==> config.mk <==
export PLATFORM = sky130hd
export DESIGN_NAME = dual_token_bucket_limiter
export DESIGN_NICKNAME = d
export VERILOG_FILES = /design/src/rtl/dtbl_pkg.sv /design/src/rtl/dual_token_bucket_limiter.sv /design/src/rtl/dtbl_core.sv
export SDC_FILE = /design/constraint.sdc
export NUM_CORES = 1
export LEC_CHECK = 0
export BUFFER_PORTS_ARGS = -buffer_cell sky130_fd_sc_hd__buf_2
export CAP_MARGIN = 20
export CORE_MARGIN = 2
export CORE_UTILIZATION = 55
export CTS_CLUSTER_DIAMETER = 80
export DETAILED_ROUTE_END_ITERATION = 6
export PLACE_DENSITY = 0.71
export SLEW_MARGIN = 40
export SYNTH_ARGS = -nofsm -noshare
export SYNTH_HDL_FRONTEND = slang
export SYNTH_HIERARCHICAL = 1
export SYNTH_SLANG_ARGS = --single-unit
==> constraint.sdc <==
create_clock -name clock -period 20.9 [get_ports clock]
set_clock_uncertainty 0.15 [all_clocks]
set_input_delay 1.045 -clock clock [delete_from_list [all_inputs] [get_ports clock]]
set_output_delay 1.045 -clock clock [all_outputs]
set_load 0.01 [all_outputs]
==> src/rtl/dtbl_pkg.sv <==
// ----------------------------------------------------------------------------
// dtbl_pkg
// Shared types and constants for the dual token bucket limiter.
// ----------------------------------------------------------------------------
package dtbl_pkg;

   // default parameter values
   localparam int COUNT_BITS_DEF = 20;
   localparam int SIZE_BITS_DEF  = 48;
   localparam int TIME_BITS_DEF  = 16;

   // fixed field and port widths
   localparam int WAIT_BITS   = 16;
   localparam int PERIOD_BITS = 16;
   localparam int CSR_DATA_W  = 64;
   localparam int CSR_ADDR_W  = 5;
   localparam int REQ_TDATA_W = 48;
   localparam int REQ_TUSER_W = 3;
   localparam int RSP_TDATA_W = 8;
   localparam int RSP_TUSER_W = 1;

   // reset values
   localparam int COUNT_RESET  = 100;
   localparam int PERIOD_RESET = 1000;
   localparam int WAIT_RESET   = 3600;

   typedef enum logic [1:0] {
      OP_TICK    = 2'd0,
      OP_REQUEST = 2'd1,
      OP_RELOAD  = 2'd2
   } op_type;

   typedef enum logic [1:0] {
      REG_COUNT_CAP  = 2'd0,
      REG_SIZE_CAP   = 2'd1,
      REG_PERIOD     = 2'd2,
      REG_WAIT_LIMIT = 2'd3
   } reg_idx_type;

   typedef struct packed {
      logic decision;
      logic forced_release;
   } verdict_type;

endpackage

==> src/rtl/dual_token_bucket_limiter.sv <==
// ----------------------------------------------------------------------------
// dual_token_bucket_limiter
// Rate limiter with an operation-count bucket and a byte bucket.
// ----------------------------------------------------------------------------
// Usage:
//   req_* carries one operation per transfer: tuser[1:0] is the operation
//   (tick, request, reload), tuser[2] flags a valid size, tdata the size.
//   Every request gives one rsp_* transfer: tdata[0] is the decision
//   (0 grant, 1 delay), tuser[0] marks a forced release. Ticks and reloads
//   update state only, unknown operations change nothing, and none gives a transfer.
//   csr_* is an APB-style port with 64-bit registers at 8-byte strides;
//   write it only while no item is in flight.
// Timing:
//   an accepted item is held in the input register; its decision is computed
//   combinationally from it and loaded into the result register, which drives
//   rsp_tvalid. One item per cycle is sustained unless a held result blocks a
//   request; the bucket update is a single pass of adds and compares.
// Reset and stall:
//   reset restores register and bucket defaults and empties both stages.
//   While rsp_tready is low a held result blocks only the next request;
//   one more item is still taken into the input register.
// ----------------------------------------------------------------------------
module dual_token_bucket_limiter #(
   parameter int COUNT_BITS = dtbl_pkg::COUNT_BITS_DEF,
   parameter int SIZE_BITS  = dtbl_pkg::SIZE_BITS_DEF,
   parameter int TIME_BITS  = dtbl_pkg::TIME_BITS_DEF
) (
   input  logic                               clock,
   input  logic                               reset,
   // request stream
   input  logic                               req_tvalid,
   output logic                               req_tready,
   input  logic [dtbl_pkg::REQ_TDATA_W-1:0]   req_tdata,  // request_size
   input  logic [dtbl_pkg::REQ_TUSER_W-1:0]   req_tuser,  // operation[1:0], has_size
   // result stream
   output logic                               rsp_tvalid,
   input  logic                               rsp_tready,
   output logic [dtbl_pkg::RSP_TDATA_W-1:0]   rsp_tdata,  // decision, zero pad
   output logic [dtbl_pkg::RSP_TUSER_W-1:0]   rsp_tuser,  // forced_release
   // configuration
   input  logic                               csr_psel,
   input  logic                               csr_penable,
   input  logic                               csr_pwrite,
   input  logic [dtbl_pkg::CSR_ADDR_W-1:0]    csr_paddr,
   input  logic [dtbl_pkg::CSR_DATA_W-1:0]    csr_pwdata,
   output logic [dtbl_pkg::CSR_DATA_W-1:0]    csr_prdata,
   output logic                               csr_pready
);
   import dtbl_pkg::*;

   logic [COUNT_BITS-1:0]  count_cap_ff;
   logic [SIZE_BITS-1:0]   size_cap_ff;
   logic [PERIOD_BITS-1:0] period_ff;
   logic [WAIT_BITS-1:0]   wait_lim_ff;
   reg_idx_type            csr_idx;
   logic                   csr_wr;

   logic                 in_valid_ff, in_valid_in;
   logic [1:0]           in_op_ff;
   logic                 in_has_size_ff;
   logic [SIZE_BITS-1:0] in_size_ff;

   logic        out_valid_ff, out_valid_in;
   verdict_type out_verdict_ff;
   verdict_type verdict;

   logic fire;
   logic is_request;
   logic load_out;

   // configuration registers
   assign csr_pready = 1'b1;
   assign csr_idx    = reg_idx_type'(csr_paddr[4:3]);
   assign csr_wr     = csr_psel && csr_penable && csr_pwrite;

   always_ff @(posedge clock) begin
      if (reset) begin
         count_cap_ff <= COUNT_BITS'(COUNT_RESET);
         size_cap_ff  <= '0;
         period_ff    <= PERIOD_BITS'(PERIOD_RESET);
         wait_lim_ff  <= '0;
      end else if (csr_wr) begin
         case (csr_idx)
            REG_COUNT_CAP:  count_cap_ff <= csr_pwdata[COUNT_BITS-1:0];
            REG_SIZE_CAP:   size_cap_ff  <= csr_pwdata[SIZE_BITS-1:0];
            REG_PERIOD:     period_ff    <= csr_pwdata[PERIOD_BITS-1:0];
            REG_WAIT_LIMIT: wait_lim_ff  <= csr_pwdata[WAIT_BITS-1:0];
            default: begin
            end
         endcase
      end
   end

   always_comb begin
      case (csr_idx)
         REG_COUNT_CAP:  csr_prdata = CSR_DATA_W'(count_cap_ff);
         REG_SIZE_CAP:   csr_prdata = CSR_DATA_W'(size_cap_ff);
         REG_PERIOD:     csr_prdata = CSR_DATA_W'(period_ff);
         REG_WAIT_LIMIT: csr_prdata = CSR_DATA_W'(wait_lim_ff);
         default:        csr_prdata = '0;
      endcase
   end

   // stage handshake: only a request needs room in the result register
   assign is_request = (in_op_ff == OP_REQUEST);
   assign fire       = in_valid_ff && (!is_request || !out_valid_ff || rsp_tready);
   assign load_out   = fire && is_request;
   assign req_tready = !in_valid_ff || fire;

   assign in_valid_in  = req_tready ? req_tvalid : in_valid_ff;
   assign out_valid_in = load_out ? 1'b1 : (out_valid_ff && !rsp_tready);

   always_ff @(posedge clock) begin
      if (reset) begin
         in_valid_ff  <= 1'b0;
         out_valid_ff <= 1'b0;
      end else begin
         in_valid_ff  <= in_valid_in;
         out_valid_ff <= out_valid_in;
      end
   end

   always_ff @(posedge clock) begin
      if (req_tready && req_tvalid) begin
         in_op_ff       <= req_tuser[1:0];
         in_has_size_ff <= req_tuser[2];
         in_size_ff     <= SIZE_BITS'(req_tdata);
      end
      if (load_out) begin
         out_verdict_ff <= verdict;
      end
   end

   dtbl_core #(
      .COUNT_BITS (COUNT_BITS),
      .SIZE_BITS  (SIZE_BITS),
      .TIME_BITS  (TIME_BITS)
   ) u_core (
      .clock            (clock),
      .reset            (reset),
      .step_en          (fire),
      .op               (in_op_ff),
      .has_size         (in_has_size_ff),
      .request_size     (in_size_ff),
      .ops_limit        (count_cap_ff),
      .bytes_limit      (size_cap_ff),
      .refill_period_ms (period_ff),
      .wait_limit       (wait_lim_ff),
      .verdict          (verdict)
   );

   assign rsp_tvalid = out_valid_ff;
   assign rsp_tdata  = RSP_TDATA_W'(out_verdict_ff.decision);
   assign rsp_tuser  = out_verdict_ff.forced_release;

endmodule

==> src/rtl/dtbl_core.sv <==
// ----------------------------------------------------------------------------
// dtbl_core
// Bucket state and the combinational grant/delay decision for one item.
// ----------------------------------------------------------------------------
module dtbl_core #(
   parameter int COUNT_BITS = dtbl_pkg::COUNT_BITS_DEF,
   parameter int SIZE_BITS  = dtbl_pkg::SIZE_BITS_DEF,
   parameter int TIME_BITS  = dtbl_pkg::TIME_BITS_DEF
) (
   input  logic                          clock,
   input  logic                          reset,
   input  logic                          step_en,
   input  logic [1:0]                    op,
   input  logic                          has_size,
   input  logic [SIZE_BITS-1:0]          request_size,
   input  logic [COUNT_BITS-1:0]         ops_limit,
   input  logic [SIZE_BITS-1:0]          bytes_limit,
   input  logic [dtbl_pkg::PERIOD_BITS-1:0] refill_period_ms,
   input  logic [dtbl_pkg::WAIT_BITS-1:0]   wait_limit,
   output dtbl_pkg::verdict_type         verdict
);
   import dtbl_pkg::*;

   localparam int CMP_W = (TIME_BITS > PERIOD_BITS) ? TIME_BITS : PERIOD_BITS;

   logic [COUNT_BITS-1:0] count_tokens_ff, count_tokens_in;
   logic [SIZE_BITS:0]    size_tokens_ff, size_tokens_in;
   logic [WAIT_BITS-1:0]  wait_count_ff, wait_count_in;
   logic [TIME_BITS-1:0]  elapsed_ms_ff, elapsed_ms_in;

   logic                  refill;
   logic                  size_pos;
   logic [COUNT_BITS-1:0] count_cur;
   logic [SIZE_BITS:0]    size_cap_ext;
   logic [SIZE_BITS:0]    size_cur;
   logic                  forced;
   logic                  delay;
   logic [SIZE_BITS+1:0]  size_diff;
   logic                  size_under;
   logic [SIZE_BITS:0]    size_debited;

   assign refill       = CMP_W'(elapsed_ms_ff) >= CMP_W'(refill_period_ms);
   assign size_cap_ext = {1'b0, bytes_limit};
   assign size_pos     = !size_tokens_ff[SIZE_BITS] && (|size_tokens_ff[SIZE_BITS-1:0]);
   assign count_cur    = refill ? ops_limit : count_tokens_ff;

   // a positive balance always clamps to the cap on refill, otherwise the sum fits
   assign size_cur = !refill ? size_tokens_ff :
                     size_pos ? size_cap_ext : size_tokens_ff + size_cap_ext;

   assign forced = refill && (wait_limit != '0) && (wait_count_ff == '0);
   assign delay  = !forced &&
                   (((ops_limit != '0) && (count_cur == '0)) ||
                    ((bytes_limit != '0) &&
                     (size_cur[SIZE_BITS] || (size_cur == '0))));

   // one extra bit so the debit can go below the floor before clamping
   assign size_diff    = {size_cur[SIZE_BITS], size_cur} - {2'b00, request_size};
   assign size_under   = size_diff[SIZE_BITS+1] && !size_diff[SIZE_BITS];
   assign size_debited = size_under ? {1'b1, {SIZE_BITS{1'b0}}} : size_diff[SIZE_BITS:0];

   assign verdict.decision       = delay;
   assign verdict.forced_release = forced;

   always_comb begin
      count_tokens_in = count_tokens_ff;
      size_tokens_in  = size_tokens_ff;
      wait_count_in   = wait_count_ff;
      elapsed_ms_in   = elapsed_ms_ff;
      case (op)
         OP_TICK: begin
            if (elapsed_ms_ff != '1) begin
               elapsed_ms_in = elapsed_ms_ff + TIME_BITS'(1);
            end
         end
         OP_REQUEST: begin
            count_tokens_in = count_cur;
            size_tokens_in  = size_cur;
            if (refill) begin
               elapsed_ms_in = '0;
            end
            if (delay) begin
               if (wait_count_ff != '0) begin
                  wait_count_in = wait_count_ff - WAIT_BITS'(1);
               end
            end else begin
               wait_count_in = wait_limit;
               if ((ops_limit != '0) && (count_cur != '0)) begin
                  count_tokens_in = count_cur - COUNT_BITS'(1);
               end
               if ((bytes_limit != '0) && has_size) begin
                  size_tokens_in = size_debited;
               end
            end
         end
         OP_RELOAD: begin
            count_tokens_in = ops_limit;
            size_tokens_in  = size_cap_ext;
            wait_count_in   = wait_limit;
            elapsed_ms_in   = '0;
         end
         default: begin
         end
      endcase
   end

   always_ff @(posedge clock) begin
      if (reset) begin
         count_tokens_ff <= COUNT_BITS'(COUNT_RESET);
         size_tokens_ff  <= '0;
         wait_count_ff   <= WAIT_BITS'(WAIT_RESET);
         elapsed_ms_ff   <= '0;
      end else if (step_en) begin
         count_tokens_ff <= count_tokens_in;
         size_tokens_ff  <= size_tokens_in;
         wait_count_ff   <= wait_count_in;
         elapsed_ms_ff   <= elapsed_ms_in;
      end
   end

`ifndef SYNTHESIS
   a_reload_fills: assert property (@(posedge clock) disable iff (reset)
      step_en && (op == OP_RELOAD) |=>
         (count_tokens_ff == $past(ops_limit)) && (elapsed_ms_ff == '0))
      else $error("reload did not refill the buckets");

   a_refill_clears_time: assert property (@(posedge clock) disable iff (reset)
      step_en && (op == OP_REQUEST) && refill |=> (elapsed_ms_ff == '0))
      else $error("refill did not clear elapsed time");

   a_grant_reloads_waits: assert property (@(posedge clock) disable iff (reset)
      step_en && (op == OP_REQUEST) && !delay |=> (wait_count_ff == $past(wait_limit)))
      else $error("grant did not reload the wait counter");
`endif

endmodule
==> summary.md <==
| Metric | Value |
|---|---|
| Cts hold-fix bufs | `0` |
| Non-Filler Instances | `3091` |
| CTS tree | `yes` |
| Worst Path Arrival | `between 9000 and 10000 ps` |
| Largest net degree at the start of global routing | `around 110` |
| Post-synthesis async set-or-reset flop share | `0%` |
| Switching power | `0.420 mW` |
| Final Hold Viols | `0` |
| EDFF count, synth | `53` |
| Slew HR | `39.3%` |
| Commonest cells after routing, fill and taps aside | `dfxtp_1, nor2_1, a21oi_1` |
| Placer congestion estimate | `around 0.96` |
| Initial antenna violation count | `1` |
| Post-DP HPWL | `49.3 mm` |
| Slowest CP cell | `o311ai_0` |
| CTS buffer count | `30` |
| Core area | `~0.037 sq mm` |
| Final core utilization | `between 60% and 70%` |
| Vias in the first global route | `18700` |
| Post-CTS Setup Repair Bufs | `0` |
| Max frequency | `roughly 110 MHz` |
| Root buf cell | `clkbuf_16` |
| Area contributors post-synth | `dfxtp_1, edfxtp_1, ha_1` |
| GRT Residual Overflow | `0` |
| Yosys Warn Count | `6` |
| Final critical-path share of the clock period | `a little over two fifths` |
| Cells along the critical path | `nor4_2 -> nand4_1 -> o31a_1 -> buf_4 -> o311ai_0 -> o21a_1 -> ha_1 -> o21a_1 -> o21ai_0 -> o21bai_1 -> o311ai_0 -> o211ai_1 -> a311o_1 -> a21oi_1 -> o21bai_1 -> a21oi_1 -> o31a_1 -> o21ai_0 -> and4_1 -> nor3_2 -> buf_4 -> a221oi_1 -> a2111oi_0` |
| Most common cell after layout, fill and taps aside | `dfxtp_1` |
| Post-Route WL | `between 60 and 70 mm` |
| # DRC | `0` |
| First-pass GRT wire length | `about 100 mm` |
| Vias per inst | `roughly 6.5` |
| P&R area growth vs syn | `9.18%` |
| Static Leak | `9.38 nW` |
| Post-Synthesis Cells | `approximately 2500` |
| CTS HTree Levels | `1` |
| Worst Hold Class | `flop to flop` |
| Register area share after synthesis | `27.6%` |
| Syn Std Cell Area | `about 0.02 sq mm` |
| Overall Global Routing Usage | `between 30% and 40%` |
| Worst Max-Slew Pin Slew | `902 ps` |
| Critical path capture point type | `flop` |
| Setup tns final | `0 ps` |
| Post-synth cell types | `~100` |
| Post-synth top flop | `dfxtp_1` |
| Status | `finished, final reports clean` |
| Port bufs | `between 150 and 200` |
| Post-route ant nets | `0` |
| MaxCap Viol Count | `0` |
| Vias post-DR | `slightly above 20000` |
| Cells after DPL | `3034` |
| Syn_area_per_cell | `between 8 and 9 sq um` |
| Core Rows | `70` |
| Clock group share of total power | `38.7%` |
| Ports | `between 200 and 250` |
| Router iterations before antenna repair | `6` |
| Fraction of layout cells with a size suffix above 1 | `between 10% and 20%` |
| Ant. Diodes | `0` |
| Seq cells post-synth | `256` |
| RSZ-0062 raised after global routing | `no` |
| Net Sw Frac | `about 32%` |
| Clock sink count | `~260` |
| Die span in x | `slightly below 200 um` |
| Crit-path max cell delay | `about 740 ps` |
| DRT iter0 DRCs | `roughly 1900` |
| CTS max path bufs | `3` |
| Startpoint types | `flop` |
| WL/cell | `21.7 um` |
| Die footprint | `about 0.039 sq mm` |
| Worst VDD drop | `0.0000652 V` |
| Worst-path clk slew | `roughly 60 ps` |
| Worst-path fanout max | `43` |
| Post-CTS sizing | `0` |
| Nets@finish | `approximately 2800` |
| Largest area contributor in the netlist | `dfxtp_1` |
| PwrDens | `58.5 mW/mm^2` |
| Synth top area share | `between 15 and 20%` |
| Clk_lat worst skew | `around 600 ps` |
| Gate power share | `20.4%` |
| Req. time, crit path | `roughly 21000 ps` |
| Endpoints failing setup | `0` |
| Hold_ws | `329 ps` |
| Tmin final | `8710 ps` |
| Internal Power | `just under 0.9 mW` |
| Kind of critical path | `flop to flop` |
| Initial core utilization | `55.9%` |
| Die Span Y | `approximately 200 um` |
| Share of power burned in registers | `between 40% and 50%` |
| Slew Viols, Final | `0` |
[worst max-delay path, delay by kind of cell, from the launching register on]
family	cells	cell delay, ps
buf+inv	2	820
compound gates	16	5430
fa+ha+maj	1	280
flops	1	340
simple gates	4	1490
[power by group through the flow]
| stage | sequential, mW | clock [mW] | combinational, mW |
|---|---|---|---|
| after global routing | 0.537 | 0.531 | 0.289 |
| after global placement | 0.545 | 0 | 0.252 |
| final | 0.535 | 0.506 | 0.267 |
| after CTS | 0.534 | 0.516 | 0.260 |
| after floorplan | 0.539 | 0 | 0.193 |
| after detailed placement | 0.545 | 0 | 0.259 |
[final timing paths]
path	startpoint	endpoint	slack, ps	cells past startpoint
max reg2reg	u_core/size_tokens_ff[0]	u_core/size_tokens_ff[1]	12190	23
min reg2reg	u_core/size_tokens_ff[48]	u_core/size_tokens_ff[48]	330	2
max	u_core/size_tokens_ff[0]	u_core/size_tokens_ff[1]	12190	23
min	u_core/size_tokens_ff[48]	u_core/size_tokens_ff[48]	330	2
[flip-flops by register name (all words and copies together) (netlist names), 20 cells and up]
name and count:
size_cap_ff 48, u_core/count_tokens_ff 20, count_cap_ff 20, u_core/size_tokens_ff 49, in_size_ff 48
[cells by family after synthesis]
group	count (synthesis)	share of synthesized area [%]
other	2	0.0367
adders and majority gates	121	7.47
AOI/OAI and AO/OA	777	25.3
xor gates and xnor gates	77	3.29
and+or+nand+nor	879	22.5
muxes	125	7.15
buffers and inverters	297	6.63
DFF	256	27.6
[Yosys cell counts, types with 8 or more instances]
cell	instances
dfxtp_1	203
nor2_1	187
a21oi_1	184
o21ai_0	180
nand2_1	173
ha_1	119
inv_1	119
nand2b_1	113
mux2i_1	100
clkbuf_1	89
nor3_1	77
a21o_1	58
nand3_1	56
nor4_1	54
edfxtp_1	53
a221oi_1	49
xnor2_1	45
o21ai_1	38
and2_1	37
buf_2	35
nand4_1	35
buf_4	33
or3_1	33
xor2_1	32
a211oi_1	29
o21a_1	28
o211ai_1	27
nand4b_1	25
a31oi_1	23
and3_1	21
nor2b_1	21
o21bai_1	20
mux4_2	16
buf_6	10
a21boi_0	9
mux2_2	9
a211o_1	8
a311oi_1	8
buf_1	8
o31a_1	8
o31ai_1	8
[metal layers]
| metal | wire [um] | global-route usage [%] | up-vias | part of all wire [%] |
|---|---|---|---|---|
| met5 | 0 | 0 | - | 0 |
| met4 | 2120 | 10.2 | 0 | 3.2 |
| met3 | 5820 | 5.65 | 125 | 8.7 |
| met2 | 29700 | 52.9 | 880 | 44 |
| met1 | 29300 | 47.6 | 9607 | 44 |
| li1 | - | - | 9508 | - |
[metrics by stage]
| step | instance area (sq um) | power, mW | setup WS, ps |
|---|---|---|---|
| 6_report | 22300 | 1.31 | 12190 |
| 5_1_grt | 22300 | 1.36 | 11750 |
| 2_1_floorplan | 20600 | 0.732 | 13780 |
| 4_1_cts | 22300 | 1.31 | 12380 |
| 3_5_place_dp | 21400 | 0.804 | 12410 |
| 3_3_place_gp | 21300 | 0.797 | 12510 |
[area by class of cell]
type,instances,area [sq um]
inverter,122,458
clock inverter,23,163
multi-input combinational,2003,13600
sequential,256,5660
clock buffer,33,782
tap,468,586
fill,3287,14300
timing repair buffer,186,1060
Power figures use the tool's default switching activity.
